===== src/hdl/skhct_pkg.sv =====
// Shared types, codes and defaults for the sorted key hit counter table.
package skhct_pkg;

    localparam int DEF_TABLE_DEPTH = 1024;
    localparam int DEF_KEY_WIDTH   = 32;

    localparam logic [31:0] HITS_MAX = 32'hFFFF_FFFF;

    localparam logic FUNC_COUNT = 1'b0;
    localparam logic FUNC_READ  = 1'b1;

    typedef struct packed {
        logic        func;
        logic [31:0] request_size;
        logic [9:0]  read_index;
    } req_t;

    typedef struct packed {
        logic [31:0] entry_key;
        logic [31:0] entry_hits;
        logic [9:0]  entry_position;
        logic        found;
        logic        inserted;
        logic        table_full;
        logic [10:0] stored_entries;
    } rsp_t;

    typedef enum logic [2:0] {
        ST_IDLE,
        ST_READ,
        ST_SEARCH,
        ST_PLACE,
        ST_SHIFT,
        ST_INSERT,
        ST_RESULT
    } state_t;

endpackage


===== src/hdl/skhct_seq.sv =====
// Sequencer: binary search probe, shift-down insert and entry readout over the table RAMs.
module skhct_seq #(
    parameter int TABLE_DEPTH = 1024,
    parameter int KEY_WIDTH   = 32
) (
    input  logic                           clk,
    input  logic                           rst_n,
    input  logic                           req_valid,
    output logic                           req_ready,
    input  skhct_pkg::req_t                req,
    output logic                           res_valid,
    input  logic                           res_ready,
    output skhct_pkg::rsp_t                res,
    output logic [$clog2(TABLE_DEPTH)-1:0] mem_raddr,
    output logic [$clog2(TABLE_DEPTH)-1:0] mem_waddr,
    output logic                           key_we,
    output logic                           hit_we,
    output logic [KEY_WIDTH-1:0]           key_wdata,
    output logic [31:0]                    hit_wdata,
    input  logic [KEY_WIDTH-1:0]           key_rdata,
    input  logic [31:0]                    hit_rdata
);

    import skhct_pkg::*;

    localparam int AW   = $clog2(TABLE_DEPTH);
    localparam int CW   = $clog2(TABLE_DEPTH + 1);
    localparam int CMPW = (CW > 10) ? CW : 10;

    state_t              state_reg, state_next;
    logic [KEY_WIDTH-1:0] key_reg, key_next;
    logic [CW-1:0]       lo_reg, lo_next;
    logic [CW-1:0]       hi_reg, hi_next;
    logic [AW-1:0]       mid_reg, mid_next;
    logic [CW-1:0]       pos_reg, pos_next;
    logic [AW-1:0]       shift_reg, shift_next;
    logic [CW-1:0]       count_reg, count_next;
    rsp_t                res_reg, res_next;

    logic [CW-1:0]       lo_probe, hi_probe;
    logic [31:0]         hits_inc;

    // Midpoint of the half-open interval [lo, hi): floor((lo + hi - 1) / 2).
    function automatic logic [AW-1:0] mid_of(input logic [CW-1:0] lo, input logic [CW-1:0] hi);
        logic [CW:0] s;
        s = {1'b0, lo} + {1'b0, hi} - (CW+1)'(1);
        return AW'(s >> 1);
    endfunction

    always_ff @(posedge clk or negedge rst_n)
    begin
        if (!rst_n)
        begin
            state_reg <= ST_IDLE;
            count_reg <= '0;
        end
        else
        begin
            state_reg <= state_next;
            count_reg <= count_next;
        end
    end

    always_ff @(posedge clk)
    begin
        key_reg   <= key_next;
        lo_reg    <= lo_next;
        hi_reg    <= hi_next;
        mid_reg   <= mid_next;
        pos_reg   <= pos_next;
        shift_reg <= shift_next;
        res_reg   <= res_next;
    end

    // Shared probe: one compare and one interval update per cycle.
    always_comb
    begin
        lo_probe = lo_reg;
        hi_probe = hi_reg;
        if (key_rdata < key_reg)
        begin
            hi_probe = CW'(mid_reg);
        end
        else
        begin
            lo_probe = CW'(mid_reg) + CW'(1);
        end
        hits_inc = (hit_rdata == HITS_MAX) ? hit_rdata : hit_rdata + 32'd1;
    end

    always_comb
    begin
        state_next = state_reg;
        key_next   = key_reg;
        lo_next    = lo_reg;
        hi_next    = hi_reg;
        mid_next   = mid_reg;
        pos_next   = pos_reg;
        shift_next = shift_reg;
        count_next = count_reg;
        res_next   = res_reg;
        req_ready  = 1'b0;
        res_valid  = 1'b0;
        mem_raddr  = mid_reg;
        mem_waddr  = mid_reg;
        key_we     = 1'b0;
        hit_we     = 1'b0;
        key_wdata  = key_rdata;
        hit_wdata  = hit_rdata;

        unique case (state_reg)
            ST_IDLE:
            begin
                req_ready = 1'b1;
                if (req_valid)
                begin
                    key_next = KEY_WIDTH'(req.request_size);
                    if (req.func == FUNC_READ)
                    begin
                        pos_next  = CW'(req.read_index);
                        mem_raddr = AW'(req.read_index);
                        if (CMPW'(req.read_index) < CMPW'(count_reg))
                        begin
                            state_next = ST_READ;
                        end
                        else
                        begin
                            res_next                = '0;
                            res_next.entry_position = req.read_index;
                            res_next.stored_entries = 11'(count_reg);
                            state_next              = ST_RESULT;
                        end
                    end
                    else if (count_reg == '0)
                    begin
                        pos_next   = '0;
                        state_next = ST_PLACE;
                    end
                    else
                    begin
                        lo_next    = '0;
                        hi_next    = count_reg;
                        mid_next   = mid_of('0, count_reg);
                        mem_raddr  = mid_of('0, count_reg);
                        state_next = ST_SEARCH;
                    end
                end
            end

            ST_READ:
            begin
                res_next.entry_key      = 32'(key_rdata);
                res_next.entry_hits     = hit_rdata;
                res_next.entry_position = 10'(pos_reg);
                res_next.found          = 1'b1;
                res_next.inserted       = 1'b0;
                res_next.table_full     = 1'b0;
                res_next.stored_entries = 11'(count_reg);
                state_next              = ST_RESULT;
            end

            ST_SEARCH:
            begin
                if (key_rdata == key_reg)
                begin
                    // Hit: bump the count in place, saturating.
                    hit_we                  = 1'b1;
                    mem_waddr               = mid_reg;
                    hit_wdata               = hits_inc;
                    res_next.entry_key      = 32'(key_rdata);
                    res_next.entry_hits     = hits_inc;
                    res_next.entry_position = 10'(mid_reg);
                    res_next.found          = 1'b1;
                    res_next.inserted       = 1'b0;
                    res_next.table_full     = 1'b0;
                    res_next.stored_entries = 11'(count_reg);
                    state_next              = ST_RESULT;
                end
                else
                begin
                    lo_next = lo_probe;
                    hi_next = hi_probe;
                    if (lo_probe < hi_probe)
                    begin
                        mid_next  = mid_of(lo_probe, hi_probe);
                        mem_raddr = mid_of(lo_probe, hi_probe);
                    end
                    else
                    begin
                        pos_next   = lo_probe;
                        state_next = ST_PLACE;
                    end
                end
            end

            ST_PLACE:
            begin
                if (count_reg >= CW'(TABLE_DEPTH))
                begin
                    res_next                = '0;
                    res_next.entry_key      = 32'(key_reg);
                    res_next.table_full     = 1'b1;
                    res_next.stored_entries = 11'(count_reg);
                    state_next              = ST_RESULT;
                end
                else if (pos_reg == count_reg)
                begin
                    state_next = ST_INSERT;
                end
                else
                begin
                    mem_raddr  = AW'(count_reg - CW'(1));
                    shift_next = AW'(count_reg - CW'(1));
                    state_next = ST_SHIFT;
                end
            end

            ST_SHIFT:
            begin
                // Move entry j down to j + 1 while fetching j - 1.
                key_we    = 1'b1;
                hit_we    = 1'b1;
                mem_waddr = shift_reg + AW'(1);
                key_wdata = key_rdata;
                hit_wdata = hit_rdata;
                if (CW'(shift_reg) == pos_reg)
                begin
                    state_next = ST_INSERT;
                end
                else
                begin
                    mem_raddr  = shift_reg - AW'(1);
                    shift_next = shift_reg - AW'(1);
                end
            end

            ST_INSERT:
            begin
                key_we                  = 1'b1;
                hit_we                  = 1'b1;
                mem_waddr               = AW'(pos_reg);
                key_wdata               = key_reg;
                hit_wdata               = 32'd1;
                count_next              = count_reg + CW'(1);
                res_next.entry_key      = 32'(key_reg);
                res_next.entry_hits     = 32'd1;
                res_next.entry_position = 10'(pos_reg);
                res_next.found          = 1'b0;
                res_next.inserted       = 1'b1;
                res_next.table_full     = 1'b0;
                res_next.stored_entries = 11'(count_reg + CW'(1));
                state_next              = ST_RESULT;
            end

            ST_RESULT:
            begin
                res_valid = 1'b1;
                if (res_ready)
                begin
                    state_next = ST_IDLE;
                end
            end

            default:
            begin
                state_next = ST_IDLE;
            end
        endcase
    end

    assign res = res_reg;

    a_count_bound: assert property (@(posedge clk) disable iff (!rst_n)
        count_reg <= CW'(TABLE_DEPTH))
        else $error("entry count above table depth");

    a_count_step: assert property (@(posedge clk) disable iff (!rst_n)
        !$stable(count_reg) |-> (count_reg == $past(count_reg) + CW'(1)))
        else $error("entry count changed by other than one");

    a_write_state: assert property (@(posedge clk) disable iff (!rst_n)
        (key_we || hit_we) |->
            (state_reg == ST_SEARCH || state_reg == ST_SHIFT || state_reg == ST_INSERT))
        else $error("table write outside search, shift or insert");

    a_search_interval: assert property (@(posedge clk) disable iff (!rst_n)
        (state_reg == ST_SEARCH) |-> (lo_reg < hi_reg && hi_reg <= count_reg))
        else $error("search interval empty or beyond valid entries");

    a_shift_range: assert property (@(posedge clk) disable iff (!rst_n)
        (state_reg == ST_SHIFT) |-> (CW'(shift_reg) >= pos_reg && CW'(shift_reg) < count_reg))
        else $error("shift index outside insertion range");

endmodule


===== config.mk =====
export PLATFORM = sky130hd
export DESIGN_NAME = skhct_seq
export DESIGN_NICKNAME = d
export VERILOG_FILES = /design/src/hdl/skhct_pkg.sv /design/src/hdl/skhct_seq.sv
export SDC_FILE = /design/constraint.sdc
export NUM_CORES = 1
export LEC_CHECK = 0
export ABC_AREA = 1
export BUFFER_PORTS_ARGS = -buffer_cell sky130_fd_sc_hd__buf_2
export CELL_PAD_IN_SITES_DETAIL_PLACEMENT = 0
export CELL_PAD_IN_SITES_GLOBAL_PLACEMENT = 2
export CORE_ASPECT_RATIO = 2
export CORE_MARGIN = 2
export CORE_UTILIZATION = 29
export DETAILED_ROUTE_END_ITERATION = 16
export GPL_TIMING_DRIVEN = 0
export PLACE_DENSITY = 0.87
export REMOVE_ABC_BUFFERS = 1
export SETUP_SLACK_MARGIN = 0.15
export SYNTH_ARGS = -nofsm -noshare
export SYNTH_HDL_FRONTEND = slang
export SYNTH_SLANG_ARGS = --single-unit

===== constraint.sdc =====
create_clock -name clk -period 16.9 [get_ports clk]
set_input_delay 3.38 -clock clk [delete_from_list [all_inputs] [get_ports clk]]
set_output_delay 3.38 -clock clk [all_outputs]
set_load 0.01 [all_outputs]

==> results of run 1 <==
[per-layer routing]
layer  GRT usage (%)  up-vias
met4           12.45        0
met3           2.871      115
met2           41.69      456
met5               0        -
met1           20.78     5974
li1                -     5971
[power breakdown]
part / leakage [nW] / internal, mW / switching [mW]
clock network: 0.271 / 0.211 / 0.191
logic: 5.04 / 0.637 / 1.31
registers: 1.86 / 0.845 / 0.130
total: 7.17 / 1.69 / 1.63
[final timing paths]
path / from / endpoint / slack (ns) / depth (start not counted)
max: key_rdata[27] / mem_raddr[7] / 5.55 / 22
min: key_reg[20] / res[76] / 0.58 / 2
max reg2reg: state_reg[1] / res[22] / 11.64 / 17
min reg2reg: key_reg[20] / res[76] / 0.58 / 2
max in group asynchronous: rst_n / count_reg[0] / 13.67 / 1
min in group asynchronous: rst_n / count_reg[10] / 2.88 / 1
[stage by stage]
step | power [mW] | worst slack (ns) | std cells | instance area, sq um
after CTS | 3.347 | 5.454 | 2420 | 15710
after detailed placement | 2.930 | 5.471 | 2388 | 15150
after global placement | 2.811 | -13.16 | 2363 | 14840
after floorplan | 2.147 | -2.490 | 1522 | 12710
final | 3.323 | 5.550 | 2425 | 15720
after global routing | 3.561 | 5.155 | 2425 | 15720
[kinds of logic after synthesis]
kind of cell / after synthesis / synth area share [%]
DFF: 187 / 42.80
muxes: 1 / 0.07726
AOI/OAI and AO/OA: 338 / 16.30
buffers and inverters: 307 / 9.097
and+or+nand+nor: 599 / 19.69
adders and majority gates: 68 / 6.625
xor gates and xnor gates: 80 / 5.408
[cells in the mapped netlist (12+ instances only)]
| library cell | number | share of area [%] |
|---|---|---|
| nand2_1 | 349 | 10 |
| inv_1 | 237 | 6.9 |
| edfxtp_1 | 173 | 40 |
| o21ai_0 | 108 | 4.2 |
| nor2_1 | 104 | 3.0 |
| xor2_1 | 71 | 4.8 |
| ha_1 | 67 | 6.5 |
| nand3_1 | 67 | 2.6 |
| o22ai_1 | 63 | 3.0 |
| a21oi_1 | 55 | 2.1 |
| clkbuf_1 | 42 | 1.2 |
| o221ai_1 | 42 | 2.8 |
| nor3_1 | 31 | 1.2 |
| o211ai_1 | 18 | 1.0 |
| o21bai_1 | 15 | 0.87 |
| dfrtp_1 | 14 | 2.7 |
| nor4_1 | 12 | 0.58 |
[cell usage in the layout (no fill, tap or decap), drive strengths merged, types with 3 or more instances in the layout]
cell type	n
diode	5
xnor2	9
nand3b	4
a211oi	11
nand4	5
a21boi	3
a21oi	56
nor4	12
o21ai	114
o21bai	15
o22a	3
nand3	72
ha	67
clkinv	12
xor2	71
dfrtp	14
o221ai	42
o211ai	18
nand2	359
inv	244
edfxtp	173
nor2	107
clkbuf	22
buf	311
o22ai	63
nor3	35
[final cells by class]
type	instances	share of cell area, %
Antenna cell	5	0.07959
Clock buffer	22	2.953
Clock inverter	10	0.5810
Inverter	249	5.945
Multi-Input combinational cell	1086	39.92
Sequential cell	187	35.27
Tap cell	555	4.417
Timing Repair Buffer	311	10.83
[worst register-to-register path, stage by stage (launching register included)]
cell and delay (ns):
dfrtp_1 0.42, inv_1 0.08, nor2_1 0.39, inv_1 0.33
nor2_4 0.73, inv_2 0.55, buf_12 0.35, nor2_1 0.32
inv_1 0.31, o21ai_0 0.19, a2111oi_2 0.09, buf_4 0.21
buf_4 0.16, buf_4 0.16, buf_4 0.16, buf_4 0.17
buf_2 0.20, buf_4 0.20
==> results.toml, run 1 <==
[floorplan]
die_x_um = 153.5
start_util_pct = 29.32
dieArea_sq_um = 46490
ioPinCount = 287
dieHeight_um = 302.9
num_rows = 109
core_sq_um = 44190

[setup_path]
cp-start-kind = "primary input"
max_stage_delay_ns = 0.60
crit_path_max_fanout = 31
crit_path_end_kind = "output pin"
crit_path_frequent_cell = "nand2_1"
path_cells = "buf_2, ha_1, a21oi_1, o21ai_0, nand2_1, nand2_1, a21oi_4, nand2_4, inv_2, nand2_1, o21ai_0, ha_1, a21oi_1, nor2_1, a211oi_1, and2_1, nand3_2, nand2_1, nand3_1, nand2_1, inv_1, buf_2"
path_buf_inv = 4
cp_slowest_cell = "a211oi_1"
critical_path.top_delay_family = "compound AO/OA/AOI/OAI gates"
cp_data_required_time_ns = 13.52
crit_arrival_ns = 7.97
worstSetupPathType = "in2out"

[layout]
drive_gt1_share_pct = 20.38
post-route-util_pct = 35.58
area_delta_synth_final_pct = 21.34
seqCellArea_sq_um = 5545
multiInputGateArea_sq_um = 6276
fill_cells = 4698
largest_register_ffs = 88
nNetsFinal = 2031

[sta]
fin_crit_sh_pct = 67.16
worst_slew_pin_slew_ns = 1.395
setup-violations-final = 0
report.final.slew_viol_count = 0
hold_ws_ns = 0.5845
fin_setup_tns_ns = 0
relSlewSlack_pct = 6.626
hold_violations = 0
rsz0062_at_grt = "false"
max_freq_mhz = 88.10
fin_crit_ns = 11.35
finalClockSkew_ns = 0.01761

[clock_tree]
cts.clk_slew.worst_paths_ns = 0.08
ctsLongestPathBuffers = 2
cts_inserted_buffers = 17
h-tree-depth = 4
cts_setup_buffers = 0
cts.sinks = 187
worstSkewPairLatency_ns = 0.46
cts_resized = 0
hold_buffers = 0
root_buffer = "clkbuf_16"
cts_tree = "yes"

[global_routing]
grt_max_degree = 44
antenna_found_initial = 5
grt_pass1_wl_um = 74020
gr-usage-all-layers_pct = 21.18
gr-total-overflow = 0
grt_pass1_vias = 12628

[routing]
wl_met3_um = 2202
first_iter_violations = 922
drcViolationCount = 0
viasPerCell = 5.161
wl_met1_um = 17480
vias = 12516
drt-pass1-iter-count = 6
final_antenna_net_count = 0
routed.top_layer = "met4"
wire_per_inst_um = 20.89
finalWirelength_um = 50660
route.met2.wl_um = 28210

[logic_synthesis]
synth_cell_types = 53
async_reset_ff_share_pct = 7.487
ys_seq_area_share_pct = 42.80
synth-edff-count = 173
avgSynthCellArea_sq_um = 8.200
synth_area_sq_um = 12960
yosysWarnings = 0
synth_cells = 1580
ys.flop_type = "edfxtp_1"
synth_seq_cells = 187

[placed_design]
gp_congestion = 0.9596
numPortBuffers = 286
dp.final_hpwl_um = 41000

[power]
vdd_drop_max_v = 0.00007734
p_leak_nw = 7.168
pwr_density_cell_nw_per_um2 = 211.4

[run]
max-cap-violations = 0

[run_status]
run_status = "completed"

[worst_hold_path]
hold_class = "reg2reg"
No activity file was read; power rests on OpenSTA's default activity.
==> run 2, diff against run 1 <==
ABC_AREA = 0   (was 1)
CORE_UTILIZATION = 30   (was 29)
clock period = 10 ns   (was 16.9 ns; I/O delays follow)
==> run 2 against run 1 <==
Final cell count fell by 7.3%. Non-clock buffer count shrank 5. Sequential cell count is the same. Combinational power fell by 92%. Global-route usage shrank 0.14 points. Largest cell class unchanged.
==> results.toml, run 2 <==
[setup_path]
r2r-end = "mid_reg[8]"
path_cells = "buf_2, ha_1, nand4_2, nor4_4, o41ai_4, nand2_2, mux2i_1, ha_1, a21o_1, a21o_1, a21oi_1, o311ai_1, a311oi_2, nand2_2, a21o_4, o21ba_1, or4b_1, buf_2"
cp-start-kind = "primary input"
cp_slowest_cell = "or4b_1"
worstSetupPathType = "in2out"
crit_path_max_fanout = 22
crit_path_end_kind = "output pin"
reg2reg_depth = 16
max_stage_delay_ns = 0.59
reg2reg_from = "key_reg[23]"
cp_data_required_time_ns = 8.00
crit_arrival_ns = 7.53
rrSetupSlack_ns = 4.51

[sta]
rsz0062_at_grt = "false"
fin_crit_ns = 9.526
fin_crit_sh_pct = 95.26
setup-violations-final = 0
relSlewSlack_pct = 8.336
max_freq_mhz = 105.0
hold_violations = 0
worst_slew_pin_slew_ns = 1.375
finalClockSkew_ns = 0.01415
report.final.slew_viol_count = 0

[clock_tree]
hold_buffers = 0
cts_inserted_buffers = 17
h-tree-depth = 4
cts_setup_buffers = 0
root_buffer = "clkbuf_16"
ctsLongestPathBuffers = 2
cts_tree = "yes"
cts.clk_slew.worst_paths_ns = 0.08
worstSkewPairLatency_ns = 0.46
cts.sinks = 187

[power]
power.internal_mw = 1.299
clkPwrFrac_pct = 41.9
power.switching_mw = 0.4309
vdd_drop_max_v = 0.0001065
p_leak_nw = 6.526
pwr-share-seq_pct = 48.8
swShare_pct = 24.90
pwr_density_cell_nw_per_um2 = 109.5
combPwrFrac_pct = 9.3

[routing]
wire_per_inst_um = 21.97
viasPerCell = 5.435
vias = 12224
drt-pass1-iter-count = 5
first_iter_violations = 772
final_antenna_net_count = 0
finalWirelength_um = 49420
drcViolationCount = 0

[logic_synthesis]
synth_cells = 1456
synth.top_cells.by_count = "edfxtp_1, nand2_1, o21ai_0"
synth_seq_cells = 187
yosysMostFrequentCell = "edfxtp_1"
ys.flop_type = "edfxtp_1"
async_reset_ff_share_pct = 7.487
synth_area_leaders = "edfxtp_1, ha_1, o21ai_0, nand2_1, xnor2_1"
avgSynthCellArea_sq_um = 9.061
synth_top_area_cell = "edfxtp_1"
synth-edff-count = 173
synth_area_sq_um = 13190
synth_top_cell_area_share_pct = 39.38
yosysWarnings = 0
ys_seq_area_share_pct = 42.03
synth_cell_types = 75

[placed_design]
numPortBuffers = 286
dp.final_hpwl_um = 38600
gp_congestion = 0.9793
dp.cells = 2212

[run_status]
run_status = "completed"

[layout]
drive_gt1_share_pct = 21.83
stdcell_count = 2249
final_common_cell = "buf_2"
fill_cells = 4478
nNetsFinal = 1861
largest_register_ffs = 88
post-route-util_pct = 36.43
area_delta_synth_final_pct = 19.77
layout_common_cells = "buf_2, edfxtp_1, nand2_1"

[worst_hold_path]
hp-start = "key_reg[19]"
hold_class = "reg2reg"
min_to = "res[75]"
hold_depth = 1

[floorplan]
num_rows = 108
dieHeight_um = 300.6
start_util_pct = 30.41
core_sq_um = 43380
die_x_um = 152.3
dieArea_sq_um = 45770
ioPinCount = 287

[global_routing]
gr-total-overflow = 0
grt_pass1_wl_um = 73590
gr-usage-all-layers_pct = 21.04
grt_pass1_vias = 12236
antenna_found_initial = 5
grt_max_degree = 49

[run]
max-cap-violations = 0
==> run 2: cell types whose count changed in the layout (fill, tap and decap cells not counted), moves of 34 or more <==
cell	before	now
nand2_1	348	160
inv_1	236	78
o22ai_1	63	7
xnor2_1	9	60
o21ai_0	108	156
a21oi_1	55	99
xor2_1	71	31
o221ai_1	42	6
a22o_1	0	35
o31ai_1	0	34
==> run 2: power groups by stage <==
stage / clock (mW) / sequential [mW] / combinational, mW
after global routing: 0.771 / 0.844 / 0.178
after detailed placement: 0 / 0.862 / 0.160
final: 0.725 / 0.845 / 0.161
after CTS: 0.746 / 0.844 / 0.161
after floorplan: 0 / 0.862 / 0.0793
after global placement: 0 / 0.862 / 0.158
==> run 2: layer usage <==
| metal | track usage, % | share of wire, % | vias up | wire length (um) |
|---|---|---|---|---|
| li1 | - | - | 5802 | - |
| met1 | 21.88 | 36 | 5875 | 17910 |
| met2 | 39.74 | 54 | 437 | 26670 |
| met3 | 2.533 | 4.0 | 110 | 1986 |
| met4 | 13.22 | 5.8 | 0 | 2852 |
| met5 | 0 | 0 | - | 0 |
==> run 2: cells by family (layout without fill, tap and decap cells) <==
group	after synthesis	in the layout	share of synthesized area [%]
DFF	187	187	42.03
and+or+nand+nor	461	462	16.86
AOI/OAI and AO/OA	452	452	21.99
other	0	4	0
muxes	16	16	1.233
xor gates and xnor gates	91	91	6.041
buffers and inverters	179	417	5.178
adders and majority gates	70	70	6.658
==> run 2: worst max-delay path by stage <==
stage                              from            to  slack (ns)  cells after the start
after floorplan           key_rdata[11]        res[0]       -7.89                      7
after global placement    key_rdata[11]       res[69]      -19.30                      8
after detailed placement  key_rdata[30]  mem_raddr[3]       -0.22                     21
after CTS                 key_rdata[30]  mem_raddr[3]        0.16                     21
after global routing      key_rdata[27]  mem_raddr[3]        0.25                     18
final                     key_rdata[27]  mem_raddr[8]        0.47                     18
==> run 2: final cells by class <==
type	instances	area, sq um	share of cell area (%)
inverter	79	296.5	1.877
clock inverter	11	132.6	0.8394
timing repair buffer	306	1642	10.39
antenna	4	10.01	0.06335
sequential	187	5545	35.10
tap	550	688.2	4.355
multi-input combinational	1091	7015	44.40
clock buffer	21	470.5	2.978
==> run 2: worst max-delay path, delay by kind of cell <==
family	cells	cell delay (ns)
compound gates	8	2.13
simple gates	5	2.06
fa+ha+maj	2	0.66
mux	1	0.36
buf+inv	2	0.30
==> run 2: timing repair <==
action                                  CTS  global route
pin swaps                                 0             1
gates cloned                              0             1
resized for setup                         1             1
endpoints found under the setup margin    7             6
==> run 2: per-stage QoR <==
stage	hold slack, ns	area [sq um]	power (mW)	setup TNS [ns]	worst slack [ns]
final	0.5619	15800	1.730	0	0.4743
after detailed placement	0.5487	15170	1.022	-0.5517	-0.2154
after CTS	0.5657	15780	1.751	0	0.1570
after global placement	0.5419	14930	1.020	-1697.48	-19.30
after global routing	0.5889	15800	1.793	0	0.2487
after floorplan	0.5374	12810	0.9415	-694.69	-7.894
==> run 3, diff against run 2 <==
RECOVER_POWER = 25   (was not set)
==> run 3 against run 2 <==
The run now ends with max-capacitance violations, max-slew violations left. Clock power about the same. Die area unchanged. Count of clock-buffer cells in the layout unchanged. Sequential cell count unchanged. Clock skew about the same. Total power about the same. Critical path depth unchanged. Hold slack about the same. Non-clock buffer count unchanged. Cell area down 0.65%. Largest power group unchanged.
==> results.toml, run 3 (synthesis results as in run 2) <==
[placed_design]
numPortBuffers = 286
gp_congestion = 0.9793
dp.final_hpwl_um = 38600

[global_routing]
antenna_found_initial = 5
top_usage_layer = "met2"
use_met1_pct = 21.88
grt_pass1_vias = 12236
gr-total-overflow = 0
gr-usage-all-layers_pct = 21.04
grt_pass1_wl_um = 73590
grt.met3_usage_pct = 2.533
grt_max_degree = 49
gr-usage-met2_pct = 39.74

[worst_hold_path]
hold_class = "reg2reg"

[setup_path]
worstSetupPathType = "in2out"
crit_path_max_fanout = 22
crit_path_end_kind = "output pin"
crit_arrival_ns = 7.54
cp_data_required_time_ns = 8.00
cp-start-kind = "primary input"

[floorplan]
start_util_pct = 30.41
dieHeight_um = 300.6
ioPinCount = 287
dieArea_sq_um = 45770
core_sq_um = 43380
die_x_um = 152.3
num_rows = 108

[clock_tree]
cts_inserted_buffers = 17
h-tree-depth = 4
cts_tree = "yes"
hold_buffers = 0
ctsLongestPathBuffers = 2
cts_setup_buffers = 0
worstSkewPairLatency_ns = 0.46
cts.clk_slew.worst_paths_ns = 0.07
cts.sinks = 187
root_buffer = "clkbuf_16"

[sta]
fin_crit_ns = 9.535
hold_violations = 0
rsz0062_at_grt = "false"
relSlewSlack_pct = -34.32
max_freq_mhz = 104.9
worst_slew_pin_slew_ns = 2.015
report.final.slew_viol_count = 33
hold_ws_ns = 0.5617
setup-violations-final = 0
finalClockSkew_ns = 0.01370
fin_crit_sh_pct = 95.35

[layout]
drive_gt1_share_pct = 18.70
final_common_cell = "buf_2"
area_delta_synth_final_pct = 18.99
largest_register_ffs = 88
post-route-util_pct = 36.19
layout_common_cells = "buf_2, edfxtp_1, nand2_1"
nNetsFinal = 1861

[routing]
drt-pass1-iter-count = 5
drcViolationCount = 0
vias = 12209
viasPerCell = 5.429
first_iter_violations = 739
finalWirelength_um = 49540
final_antenna_net_count = 0
wire_per_inst_um = 22.03

[run_status]
run_status = "finished, violations left"
violations = "max-capacitance violations, max-slew violations"

[power]
pwr_density_cell_nw_per_um2 = 110.2
p_leak_nw = 6.353
vdd_drop_max_v = 0.0001072

[run]
max-cap-violations = 1
[run 3: worst paths after layout]
path	slack [ns]	to	cells after the start	from
worst min register to register	0.56	res[85]	1	key_reg[29]
min in group asynchronous	1.67	state_reg[1]	1	rst_n
max in group asynchronous	7.73	count_reg[9]	1	rst_n
worst max register to register	4.49	mid_reg[8]	16	key_reg[23]
worst max-delay path	0.46	mem_raddr[8]	18	key_rdata[27]
worst min-delay path	0.56	res[85]	1	key_reg[29]
[run 3: metal layers]
layer	vias to the layer above	share of wire, %
met5	-	0
met4	0	5.6
met3	110	4.1
met2	426	54
met1	5863	36
li1	5810	-
[run 3: cell type report]
type	instances	area, sq um
multi-input cells	1091	7015
diodes	4	10.01
fillers	4511	27680
well taps	550	688.2
inverters	79	296.5
clock inverters	11	132.6
flip-flops and latches	187	5545
repair buffers	306	1539
clock buffers	21	470.5
[run 3: worst max-delay path, cell delays in order]
cell	delay, ns
buf_2	0.12
ha_1	0.33
nand4_2	0.22
nor4_4	0.55
o41ai_4	0.25
nand2_2	0.50
mux2i_1	0.36
ha_1	0.33
a21o_1	0.17
a21o_1	0.17
a21oi_1	0.38
o311ai_1	0.20
a311oi_2	0.48
nand2_2	0.21
a21o_4	0.31
o21ba_1	0.18
or4b_1	0.59
buf_2	0.18
[run 3: repair_timing]
item | 4_1_cts | 5_1_grt
endpoints found under the setup margin | 7 | 6
pin swaps | 0 | 1
gates cloned | 0 | 1
resized for setup | 1 | 1
[run 3: report_power, final]
part           internal (mW)  leakage [nW]  switching (mW)  total (mW)
sequential             0.845          1.81               0       0.845
combinational         0.0614          4.25          0.0994       0.161
clock                  0.393         0.298           0.331       0.725
total                   1.30          6.35           0.431        1.73
[run 3: metrics by stage]
stage                     instance area, sq um  worst slack, ns  cells  power [mW]  TNS (ns)
after detailed placement                 15170          -0.2154   2212       1.022   -0.5517
after CTS                                15780           0.1570   2244       1.751         0
final                                    15700           0.4645   2249       1.730         0
after global routing                     15700           0.2487   2249       1.793         0
after floorplan                          12810           -7.894   1356      0.9415   -694.69
after global placement                   14930           -19.30   2192       1.020  -1697.48
